===== config.mk =====
export PLATFORM = sky130hd
export DESIGN_NAME = utf8_to_utf32_decoder_flat
export DESIGN_NICKNAME = d
export VERILOG_FILES = /design/src/rtl/core/utf8d_pkg.sv /design/src/rtl/core/utf8d_if.sv /design/src/rtl/core/utf8d_ctrl.sv /design/src/rtl/core/utf8d_dpath.sv /design/src/rtl/core/utf8_to_utf32_decoder.sv /design/src/flat_wrapper.sv
export SDC_FILE = /design/constraint.sdc
export NUM_CORES = 1
export LEC_CHECK = 0
export ABC_AREA = 1
export BUFFER_PORTS_ARGS = -buffer_cell sky130_fd_sc_hd__buf_4
export CORE_ASPECT_RATIO = 0.8
export CORE_MARGIN = 8
export CORE_UTILIZATION = 53
export CTS_CLUSTER_DIAMETER = 40
export CTS_CLUSTER_SIZE = 24
export DETAILED_ROUTE_END_ITERATION = 16
export GPL_TIMING_DRIVEN = 0
export HOLD_SLACK_MARGIN = 0.12
export PLACE_DENSITY_LB_ADDON = 0.25
export SLEW_MARGIN = 20
export SYNTH_ARGS = -nofsm -noshare
export SYNTH_HDL_FRONTEND = slang
export SYNTH_HIERARCHICAL = 1
export SYNTH_SLANG_ARGS = --single-unit

===== constraint.sdc =====
create_clock -name i_clk -period 3.5 [get_ports i_clk]
set_input_delay 0.35 -clock i_clk [delete_from_list [all_inputs] [get_ports i_clk]]
set_output_delay 0.35 -clock i_clk [all_outputs]
set_load 0.02 [all_outputs]

===== src/rtl/core/utf8d_pkg.sv =====
// ----------------------------------------------------------------------------
// utf8d_pkg: shared types and constants of the UTF-8 decoder
// Control/status records between controller and datapath, UTF-8 constants
// and the sequence length decode of a lead byte.
// ----------------------------------------------------------------------------
package utf8d_pkg;

    localparam int unsigned BYTE_W  = 8;
    localparam int unsigned CP_W    = 21;
    localparam int unsigned CNT_W   = 3;
    localparam int unsigned DEPTH   = 4;
    localparam int unsigned IDX_W   = 2;

    localparam logic [BYTE_W-1:0] MASK_E0 = 8'hE0;
    localparam logic [BYTE_W-1:0] MASK_C0 = 8'hC0;
    localparam logic [BYTE_W-1:0] MASK_F0 = 8'hF0;
    localparam logic [BYTE_W-1:0] MASK_F8 = 8'hF8;
    localparam logic [BYTE_W-1:0] CONT_80 = 8'h80;
    localparam logic [BYTE_W-1:0] LEAD_E0 = 8'hE0;
    localparam logic [BYTE_W-1:0] LEAD_F0 = 8'hF0;

    localparam logic [CP_W-1:0] REPL_CHAR = 21'h00003F;
    localparam logic [CP_W-1:0] MIN_2B    = 21'h000080;
    localparam logic [CP_W-1:0] MIN_3B    = 21'h000800;
    localparam logic [CP_W-1:0] MIN_4B    = 21'h010000;
    localparam logic [CP_W-1:0] MAX_CP    = 21'h10FFFF;

    typedef struct packed {
        logic accept;
        logic step;
    } t_cmd;

    typedef struct packed {
        logic has_result;
        logic last;
        logic out_valid;
    } t_status;

    // 0 means a bad lead byte
    function automatic logic [CNT_W-1:0] seq_len(input logic [BYTE_W-1:0] c0);
        logic [CNT_W-1:0] len;
        if (c0 < CONT_80) begin
            len = 3'd1;
        end else if ((c0 & MASK_E0) == MASK_C0) begin
            len = 3'd2;
        end else if ((c0 & MASK_F0) == LEAD_E0) begin
            len = 3'd3;
        end else if ((c0 & MASK_F8) == LEAD_F0) begin
            len = 3'd4;
        end else begin
            len = 3'd0;
        end
        return len;
    endfunction

endpackage


===== src/rtl/core/utf8d_if.sv =====
// ----------------------------------------------------------------------------
// utf8d_if: stream channels of the UTF-8 decoder
// Byte input channel and code point output channel, valid/ready handshake.
// ----------------------------------------------------------------------------
interface utf8d_in_if;
    logic       valid;
    logic       ready;
    logic [7:0] data_byte;
    logic       string_end;

    modport source (output valid, output data_byte, output string_end, input ready);
    modport sink   (input valid, input data_byte, input string_end, output ready);
endinterface

interface utf8d_out_if;
    logic        valid;
    logic        ready;
    logic [20:0] code_point;
    logic        replaced;
    logic        burst_last;
    logic        string_last;
    logic        string_ok;

    modport source (output valid, output code_point, output replaced, output burst_last,
                    output string_last, output string_ok, input ready);
    modport sink   (input valid, input code_point, input replaced, input burst_last,
                    input string_last, input string_ok, output ready);
endinterface


===== src/rtl/core/utf8d_ctrl.sv =====
// ----------------------------------------------------------------------------
// utf8d_ctrl: decoder sequencer
// Takes a byte word, then steps the datapath once per result until the held
// bytes are used up or wait for more input.
// ----------------------------------------------------------------------------
module utf8d_ctrl (
    input  logic               i_clk,
    input  logic               i_rst_n,
    input  logic               i_in_valid,
    output logic               o_in_ready,
    input  logic               i_out_ready,
    input  utf8d_pkg::t_status i_status,
    output utf8d_pkg::t_cmd    o_cmd
);

    typedef enum logic [1:0] {
        S_IDLE = 2'b01,
        S_EVAL = 2'b10
    } t_state;

    t_state r_state;
    t_state n_state;

    always_comb begin
        n_state      = r_state;
        o_in_ready   = 1'b0;
        o_cmd.accept = 1'b0;
        o_cmd.step   = 1'b0;
        unique case (r_state)
            S_IDLE: begin
                o_in_ready   = 1'b1;
                o_cmd.accept = i_in_valid;
                if (i_in_valid) begin
                    n_state = S_EVAL;
                end
            end
            S_EVAL: begin
                o_cmd.step = !i_status.out_valid || i_out_ready;
                if (o_cmd.step && (!i_status.has_result || i_status.last)) begin
                    n_state = S_IDLE;
                end
            end
            default: begin
                n_state = S_IDLE;
            end
        endcase
    end

    always_ff @(posedge i_clk) begin
        if (!i_rst_n) begin
            r_state <= S_IDLE;
        end else begin
            r_state <= n_state;
        end
    end

endmodule


===== src/rtl/core/utf8d_dpath.sv =====
// ----------------------------------------------------------------------------
// utf8d_dpath: decoder datapath
// Holds the bytes of an unfinished sequence, decodes the front sequence,
// shifts out the bytes it used and registers the result word.
// ----------------------------------------------------------------------------
module utf8d_dpath (
    input  logic               i_clk,
    input  logic               i_rst_n,
    input  utf8d_pkg::t_cmd    i_cmd,
    output utf8d_pkg::t_status o_status,
    input  logic [7:0]         i_data_byte,
    input  logic               i_string_end,
    input  logic               i_out_ready,
    output logic               o_out_valid,
    output logic [20:0]        o_code_point,
    output logic               o_replaced,
    output logic               o_burst_last,
    output logic               o_string_last,
    output logic               o_string_ok
);

    logic [7:0]  r_buf [utf8d_pkg::DEPTH];
    logic [7:0]  n_buf [utf8d_pkg::DEPTH];
    logic [2:0]  r_cnt;
    logic [2:0]  n_cnt;
    logic        r_end;
    logic        r_all_valid;
    logic        r_out_valid;
    logic [20:0] r_cp;
    logic        r_repl;
    logic        r_blast;
    logic        r_slast;
    logic        r_sok;

    logic [1:0]  app_idx;
    logic [2:0]  need;
    logic [2:0]  need_nx;
    logic [2:0]  drop;
    logic        conts_ok;
    logic        has_res;
    logic        repl;
    logic        last;
    logic [20:0] cp;
    logic [20:0] cp2;
    logic [20:0] cp3;
    logic [20:0] cp4;

    assign app_idx = (r_cnt > 3'd3) ? 2'd3 : r_cnt[1:0];
    assign need    = utf8d_pkg::seq_len(r_buf[0]);

    always_comb begin
        conts_ok = 1'b1;
        for (int i = 1; i < utf8d_pkg::DEPTH; i++) begin
            if ((3'(i) < need) && ((r_buf[i] & utf8d_pkg::MASK_C0) != utf8d_pkg::CONT_80)) begin
                conts_ok = 1'b0;
            end
        end
    end

    assign cp2 = {10'd0, r_buf[0][4:0], r_buf[1][5:0]};
    assign cp3 = {5'd0, r_buf[0][3:0], r_buf[1][5:0], r_buf[2][5:0]};
    assign cp4 = {r_buf[0][2:0], r_buf[1][5:0], r_buf[2][5:0], r_buf[3][5:0]};

    always_comb begin
        has_res = 1'b1;
        repl    = 1'b1;
        cp      = utf8d_pkg::REPL_CHAR;
        drop    = 3'd1;
        if (need == 3'd0) begin
            drop = 3'd1;
        end else if (r_cnt < need) begin
            has_res = r_end;
            drop    = r_cnt;
        end else if (!conts_ok) begin
            drop = 3'd1;
        end else begin
            drop = need;
            unique case (need)
                3'd1: begin
                    cp   = {13'd0, r_buf[0]};
                    repl = 1'b0;
                end
                3'd2: begin
                    repl = cp2 < utf8d_pkg::MIN_2B;
                    cp   = repl ? utf8d_pkg::REPL_CHAR : cp2;
                end
                3'd3: begin
                    repl = cp3 < utf8d_pkg::MIN_3B;
                    cp   = repl ? utf8d_pkg::REPL_CHAR : cp3;
                end
                default: begin
                    repl = (cp4 < utf8d_pkg::MIN_4B) || (cp4 > utf8d_pkg::MAX_CP);
                    cp   = repl ? utf8d_pkg::REPL_CHAR : cp4;
                end
            endcase
        end
    end

    // bytes left after this result, and whether they yield another result now
    always_comb begin
        n_cnt = (drop >= r_cnt) ? 3'd0 : (r_cnt - drop);
        for (int i = 0; i < utf8d_pkg::DEPTH; i++) begin
            n_buf[i] = r_buf[i];
        end
        unique case (drop)
            3'd1: begin
                n_buf[0] = r_buf[1];
                n_buf[1] = r_buf[2];
                n_buf[2] = r_buf[3];
            end
            3'd2: begin
                n_buf[0] = r_buf[2];
                n_buf[1] = r_buf[3];
            end
            3'd3: begin
                n_buf[0] = r_buf[3];
            end
            default: begin
            end
        endcase
    end

    assign need_nx = utf8d_pkg::seq_len(n_buf[0]);
    assign last    = (n_cnt == 3'd0) || ((need_nx != 3'd0) && (n_cnt < need_nx) && !r_end);

    assign o_status.has_result = has_res;
    assign o_status.last       = last;
    assign o_status.out_valid  = r_out_valid;

    always_ff @(posedge i_clk) begin
        if (!i_rst_n) begin
            r_cnt       <= 3'd0;
            r_all_valid <= 1'b1;
            r_out_valid <= 1'b0;
        end else begin
            if (i_cmd.accept) begin
                r_buf[app_idx] <= i_data_byte;
                r_cnt          <= {1'b0, app_idx} + 3'd1;
                r_end          <= i_string_end;
            end else if (i_cmd.step && has_res) begin
                r_buf <= n_buf;
                r_cnt <= n_cnt;
                if (last && r_end) begin
                    r_all_valid <= 1'b1;
                end else if (repl) begin
                    r_all_valid <= 1'b0;
                end
            end
            if (i_cmd.step && has_res) begin
                r_out_valid <= 1'b1;
                r_cp        <= cp;
                r_repl      <= repl;
                r_blast     <= last;
                r_slast     <= last && r_end;
                r_sok       <= last && r_end && r_all_valid && !repl;
            end else if (i_out_ready) begin
                r_out_valid <= 1'b0;
            end
        end
    end

    assign o_out_valid   = r_out_valid;
    assign o_code_point  = r_cp;
    assign o_replaced    = r_repl;
    assign o_burst_last  = r_blast;
    assign o_string_last = r_slast;
    assign o_string_ok   = r_sok;

endmodule


===== src/rtl/core/utf8_to_utf32_decoder.sv =====
// ----------------------------------------------------------------------------
// utf8_to_utf32_decoder: UTF-8 byte stream to UTF-32 code points
// Top level: sequencer plus datapath, stream channels on both sides.
// ----------------------------------------------------------------------------
// One byte word is taken at a time; the decoder then steps once per result
// it produces, and a byte that only extends a held sequence gives none. The
// single front-of-buffer decode step resolves one sequence per cycle while
// the output register is empty or its word is being taken. No byte is taken
// while results of the previous one are still being produced; a result word
// waiting at the output does not block the next byte. Malformed sequences
// give '?' (0x3F) with replaced set, and string_ok on the final word tells
// whether the whole string decoded cleanly.
module utf8_to_utf32_decoder (
    input  logic        i_clk,
    input  logic        i_rst_n,
    utf8d_in_if.sink    i_in,
    utf8d_out_if.source o_out
);

    utf8d_pkg::t_cmd    cmd;
    utf8d_pkg::t_status status;

    utf8d_ctrl u_ctrl (
        .i_clk       (i_clk),
        .i_rst_n     (i_rst_n),
        .i_in_valid  (i_in.valid),
        .o_in_ready  (i_in.ready),
        .i_out_ready (o_out.ready),
        .i_status    (status),
        .o_cmd       (cmd)
    );

    utf8d_dpath u_dpath (
        .i_clk         (i_clk),
        .i_rst_n       (i_rst_n),
        .i_cmd         (cmd),
        .o_status      (status),
        .i_data_byte   (i_in.data_byte),
        .i_string_end  (i_in.string_end),
        .i_out_ready   (o_out.ready),
        .o_out_valid   (o_out.valid),
        .o_code_point  (o_out.code_point),
        .o_replaced    (o_out.replaced),
        .o_burst_last  (o_out.burst_last),
        .o_string_last (o_out.string_last),
        .o_string_ok   (o_out.string_ok)
    );

endmodule


===== src/flat_wrapper.sv =====
// flat-port wrapper written by rule: the top's interface ports become plain ports
module utf8_to_utf32_decoder_flat 
  (i_clk, i_rst_n, i_in_valid, i_in_data_byte, i_in_string_end, i_in_ready, o_out_valid, o_out_code_point, o_out_replaced, o_out_burst_last, o_out_string_last, o_out_string_ok, o_out_ready);
  utf8d_in_if i_in_i ();
  utf8d_out_if o_out_i ();
  input  logic i_clk;
  input  logic i_rst_n;
  input wire logic [$bits(i_in_i.valid)-1:0] i_in_valid;
  input wire logic [$bits(i_in_i.data_byte)-1:0] i_in_data_byte;
  input wire logic [$bits(i_in_i.string_end)-1:0] i_in_string_end;
  output wire logic [$bits(i_in_i.ready)-1:0] i_in_ready;
  output wire logic [$bits(o_out_i.valid)-1:0] o_out_valid;
  output wire logic [$bits(o_out_i.code_point)-1:0] o_out_code_point;
  output wire logic [$bits(o_out_i.replaced)-1:0] o_out_replaced;
  output wire logic [$bits(o_out_i.burst_last)-1:0] o_out_burst_last;
  output wire logic [$bits(o_out_i.string_last)-1:0] o_out_string_last;
  output wire logic [$bits(o_out_i.string_ok)-1:0] o_out_string_ok;
  input wire logic [$bits(o_out_i.ready)-1:0] o_out_ready;
  assign i_in_i.valid = i_in_valid;
  assign i_in_i.data_byte = i_in_data_byte;
  assign i_in_i.string_end = i_in_string_end;
  assign i_in_ready = i_in_i.ready;
  assign o_out_valid = o_out_i.valid;
  assign o_out_code_point = o_out_i.code_point;
  assign o_out_replaced = o_out_i.replaced;
  assign o_out_burst_last = o_out_i.burst_last;
  assign o_out_string_last = o_out_i.string_last;
  assign o_out_string_ok = o_out_i.string_ok;
  assign o_out_i.ready = o_out_ready;
  utf8_to_utf32_decoder u_core (.i_clk(i_clk), .i_rst_n(i_rst_n), .i_in(i_in_i), .o_out(o_out_i));
endmodule

==> metrics.yaml <==
synth_nets: 465
synth_area_leaders: "edfxtp_1 46%, nand2_1 7.5%, inv_1 6.6%, o22ai_1 5.4%, nor2_1 4.9%"
drive_above_1_share_pct: 32.8
worstPathArrival_ns: 4.01
p_per_area_mw_per_mm2: 519
dp_slack_ns: -0.493
clock_sink_count: 65
reg2regPathDepth: 26
finalCritPeriodShare_pct: 111
grtUsageTotal_pct: 21.4
synth_edf_count: 58
fin_area_mm2: 0.00510
drt-pass1-iter-count: 10
slew_headroom_pct: 53.4
max_stage_delay_ns: 0.40
tightest_slew_ns: 0.696
top_level_ports: 40
worst_ep_required_time_ns: 3.61
slew_viol_final: 0
die_w_um: 111
ant_nets: 0
ys_ff_latch: 65
totalWireLength_mm: 11.5
place.gp.congestion: 0.921
critical_path.top_delay_family: "simple AND/OR/NAND/NOR gates"
post_drt_wl_per_cell_um: 18.0
cts.clk_slew.worst_paths_ns: 0.08
multi_input_area_mm2: 0.00184
p_leak_nw: 2.19
nets: 569
slowest_stage: "edfxtp_1"
placed_cell_area_mm2: 0.00433
port_buffers: 39
hold_violations: 0
fin_skew_ns: 0.0141
dieArea_mm2: 0.0102
drtIter0Drc: 431
cts_tree: "done"
netlist_instances: 440
seqCellArea_mm2: 0.00188
regToRegEndpoint: "u_core/u_dpath/o_burst_last"
maxCapViolations: 0
final_util_pct: 73.6
fmax_ghz: 0.256
clockBufferDepth: 2
status: "complete, but fails checks"
hp-start: "i_in_string_end"
critPathKind: "register to register"
start_kind: "register"
crit_path_end_kind: "register"
r2r_setup_slack_ns: -0.40
avgSynthCellArea_um2: 8.66
grt_pass1_vias: 3492
yosys-top-cells-count: "76 x nand2_1, 67 x inv_1, 58 x edfxtp_1"
path_buf_inv: 8
vias_per_cell: 5.92
path_common_cell: "buf_4"
core_mm2: 0.00693
grt_pass1_wl_mm: 17.8
yosysMostFrequentCell: "nand2_1"
syn_to_final_growth_pct: 33.9
fin_crit_ns: 3.90
cts-root-buf: "clkbuf_8"
hold_class: "primary input to register"
dpl.hpwl_mm: 7.56
layout_setup_ws_ns: -0.401
yosys.cell_types.count: 39
critical_path.startpoint: "u_core/u_dpath/r_buf[31]"
setup_viol: 3
cts_made_buffers: 9
grt_max_degree: 19
r2r_start: "u_core/u_dpath/r_buf[31]"
netlist.area_leader.share_pct: 45.7
failed_checks: "negative setup slack"
drc_errors: 0
path_max_fanout: 6
rsz0062_at_grt: "true"
fill_cells: 486
irDropWorstVdd_mv: 0.371
vias: 3764
clk_latency_ns: 0.36
grt_overflow_total: 0
hold_end: "u_core/u_dpath/r_end"
synth_ff_type: "edfxtp_1"
ys_warn_count: 6
cts_hold_buffers: 0
ctsHtreeMaxLevel: 3
synth_top_area_cell: "edfxtp_1"
n_antenna_cell: 0
min_delay_path_depth: 1
netlist_area_mm2: 0.00381
start_util_pct: 55.0
grt_antenna_before_repair: 0
ys_seq_area_share_pct: 49.4
dieHeight_um: 91.8
num_rows: 27
synth-async-reset-ratio_pct: 0
[stage by stage]
stage	setup TNS (ns)	power (W)	instances	hold WS, ns
3_5_place_dp	-1.15	0.00168	568	0.478
6_report	-1.11	0.00265	636	0.172
5_1_grt	-1.69	0.00277	636	0.159
4_1_cts	-0.572	0.00248	626	0.162
2_1_floorplan	-0.0450	0.00151	440	0.419
3_3_place_gp	-2.74	0.00166	566	0.471
[layout make-up]
| class | instances | area share [%] |
|---|---|---|
| inverter | 74 | 5.54 |
| clock inverter | 7 | 0.736 |
| multi-input combinational | 291 | 36.2 |
| tap | 87 | 2.13 |
| buffer | 10 | 1.20 |
| clock buffer | 9 | 2.43 |
| sequential | 65 | 36.9 |
| timing repair buffer | 93 | 14.9 |
[logic make-up after synthesis]
logic type | after synthesis | share of synthesized area, %
fa+ha+maj | 12 | 4.14
simple gates | 185 | 22.8
compound gates | 94 | 15.0
buf+inv | 84 | 8.70
flops | 65 | 49.4
[routing by layer]
metal	GRT usage, %	vias up	wire length (µm)
met5	0	-	0
met4	8.31	0	308
met3	6.05	35	1200
met2	32.4	245	5100
met1	28.5	1751	4870
li1	-	1733	-
[power by group]
group          internal [W]  switching, W
sequential         0.000890     0.0000223
clock              0.000248      0.000302
combinational      0.000525      0.000660
total               0.00166      0.000985
[worst reg2reg max path, delay by kind of cell (launching register included)]
family | cells | cell delay [ns]
and+or+nand+nor | 15 | 1.52
DFF | 1 | 0.40
AOI/OAI and AO/OA | 1 | 0.23
adders and majority gates | 2 | 0.58
buffers and inverters | 8 | 0.93
[sequential cells by signal, summed over array words and instances (netlist names)]
name / cells
u_core/u_dpath/o_code_point: 21
u_core/u_dpath/cp2: 11
u_core/u_dpath/r_buf: 7
u_core/u_dpath/cp3: 6
u_core/u_dpath/cp4: 6
u_core/u_dpath/r_cnt: 3
u_core/u_ctrl/r_state: 2
u_core/u_dpath/n_buf: 2
u_core/u_dpath/o_burst_last: 1
u_core/u_dpath/o_out_valid: 1
u_core/u_dpath/o_replaced: 1
u_core/u_dpath/o_string_last: 1
u_core/u_dpath/o_string_ok: 1
u_core/u_dpath/r_all_valid: 1
u_core/u_dpath/r_end: 1
[worst max path at each step]
stage                                  end  cells past startpoint
3_3_place_gp      u_core/u_ctrl/r_state[1]                     29
4_1_cts           u_core/u_ctrl/r_state[0]                     30
2_1_floorplan     u_core/u_ctrl/r_state[1]                     29
6_report       u_core/u_dpath/o_burst_last                     26
3_5_place_dp      u_core/u_ctrl/r_state[1]                     29
5_1_grt           u_core/u_ctrl/r_state[0]                     31
[what timing repair did]
action | in CTS | in global routing
resized for setup | 20 | 26
pin swaps | 23 | 24
buffers inserted | 42 | 10
setup endpoints to repair | 3 | 14
[cell usage in the layout (no fill, tap or decap), types with 2 or more instances in the layout]
| cell | count |
|---|---|
| a21oi_1 | 14 |
| a21oi_2 | 2 |
| a221oi_1 | 4 |
| a31oi_1 | 3 |
| buf_12 | 3 |
| buf_2 | 2 |
| buf_4 | 84 |
| buf_6 | 9 |
| clkbuf_1 | 4 |
| clkbuf_8 | 9 |
| clkinv_1 | 3 |
| clkinv_2 | 3 |
| clkinvlp_4 | 2 |
| dfxtp_1 | 7 |
| edfxtp_1 | 58 |
| ha_1 | 6 |
| ha_4 | 5 |
| inv_1 | 60 |
| inv_2 | 11 |
| inv_4 | 2 |
| nand2_1 | 65 |
| nand2_2 | 10 |
| nand2_4 | 7 |
| nand3_1 | 19 |
| nand3_2 | 5 |
| nand3_4 | 5 |
| nand4_1 | 11 |
| nor2_1 | 46 |
| nor2_2 | 8 |
| nor2_4 | 4 |
| o21ai_0 | 22 |
| o21ai_1 | 2 |
| o22ai_1 | 33 |
| o32ai_1 | 4 |
No activity file was read; power rests on OpenSTA's default activity.
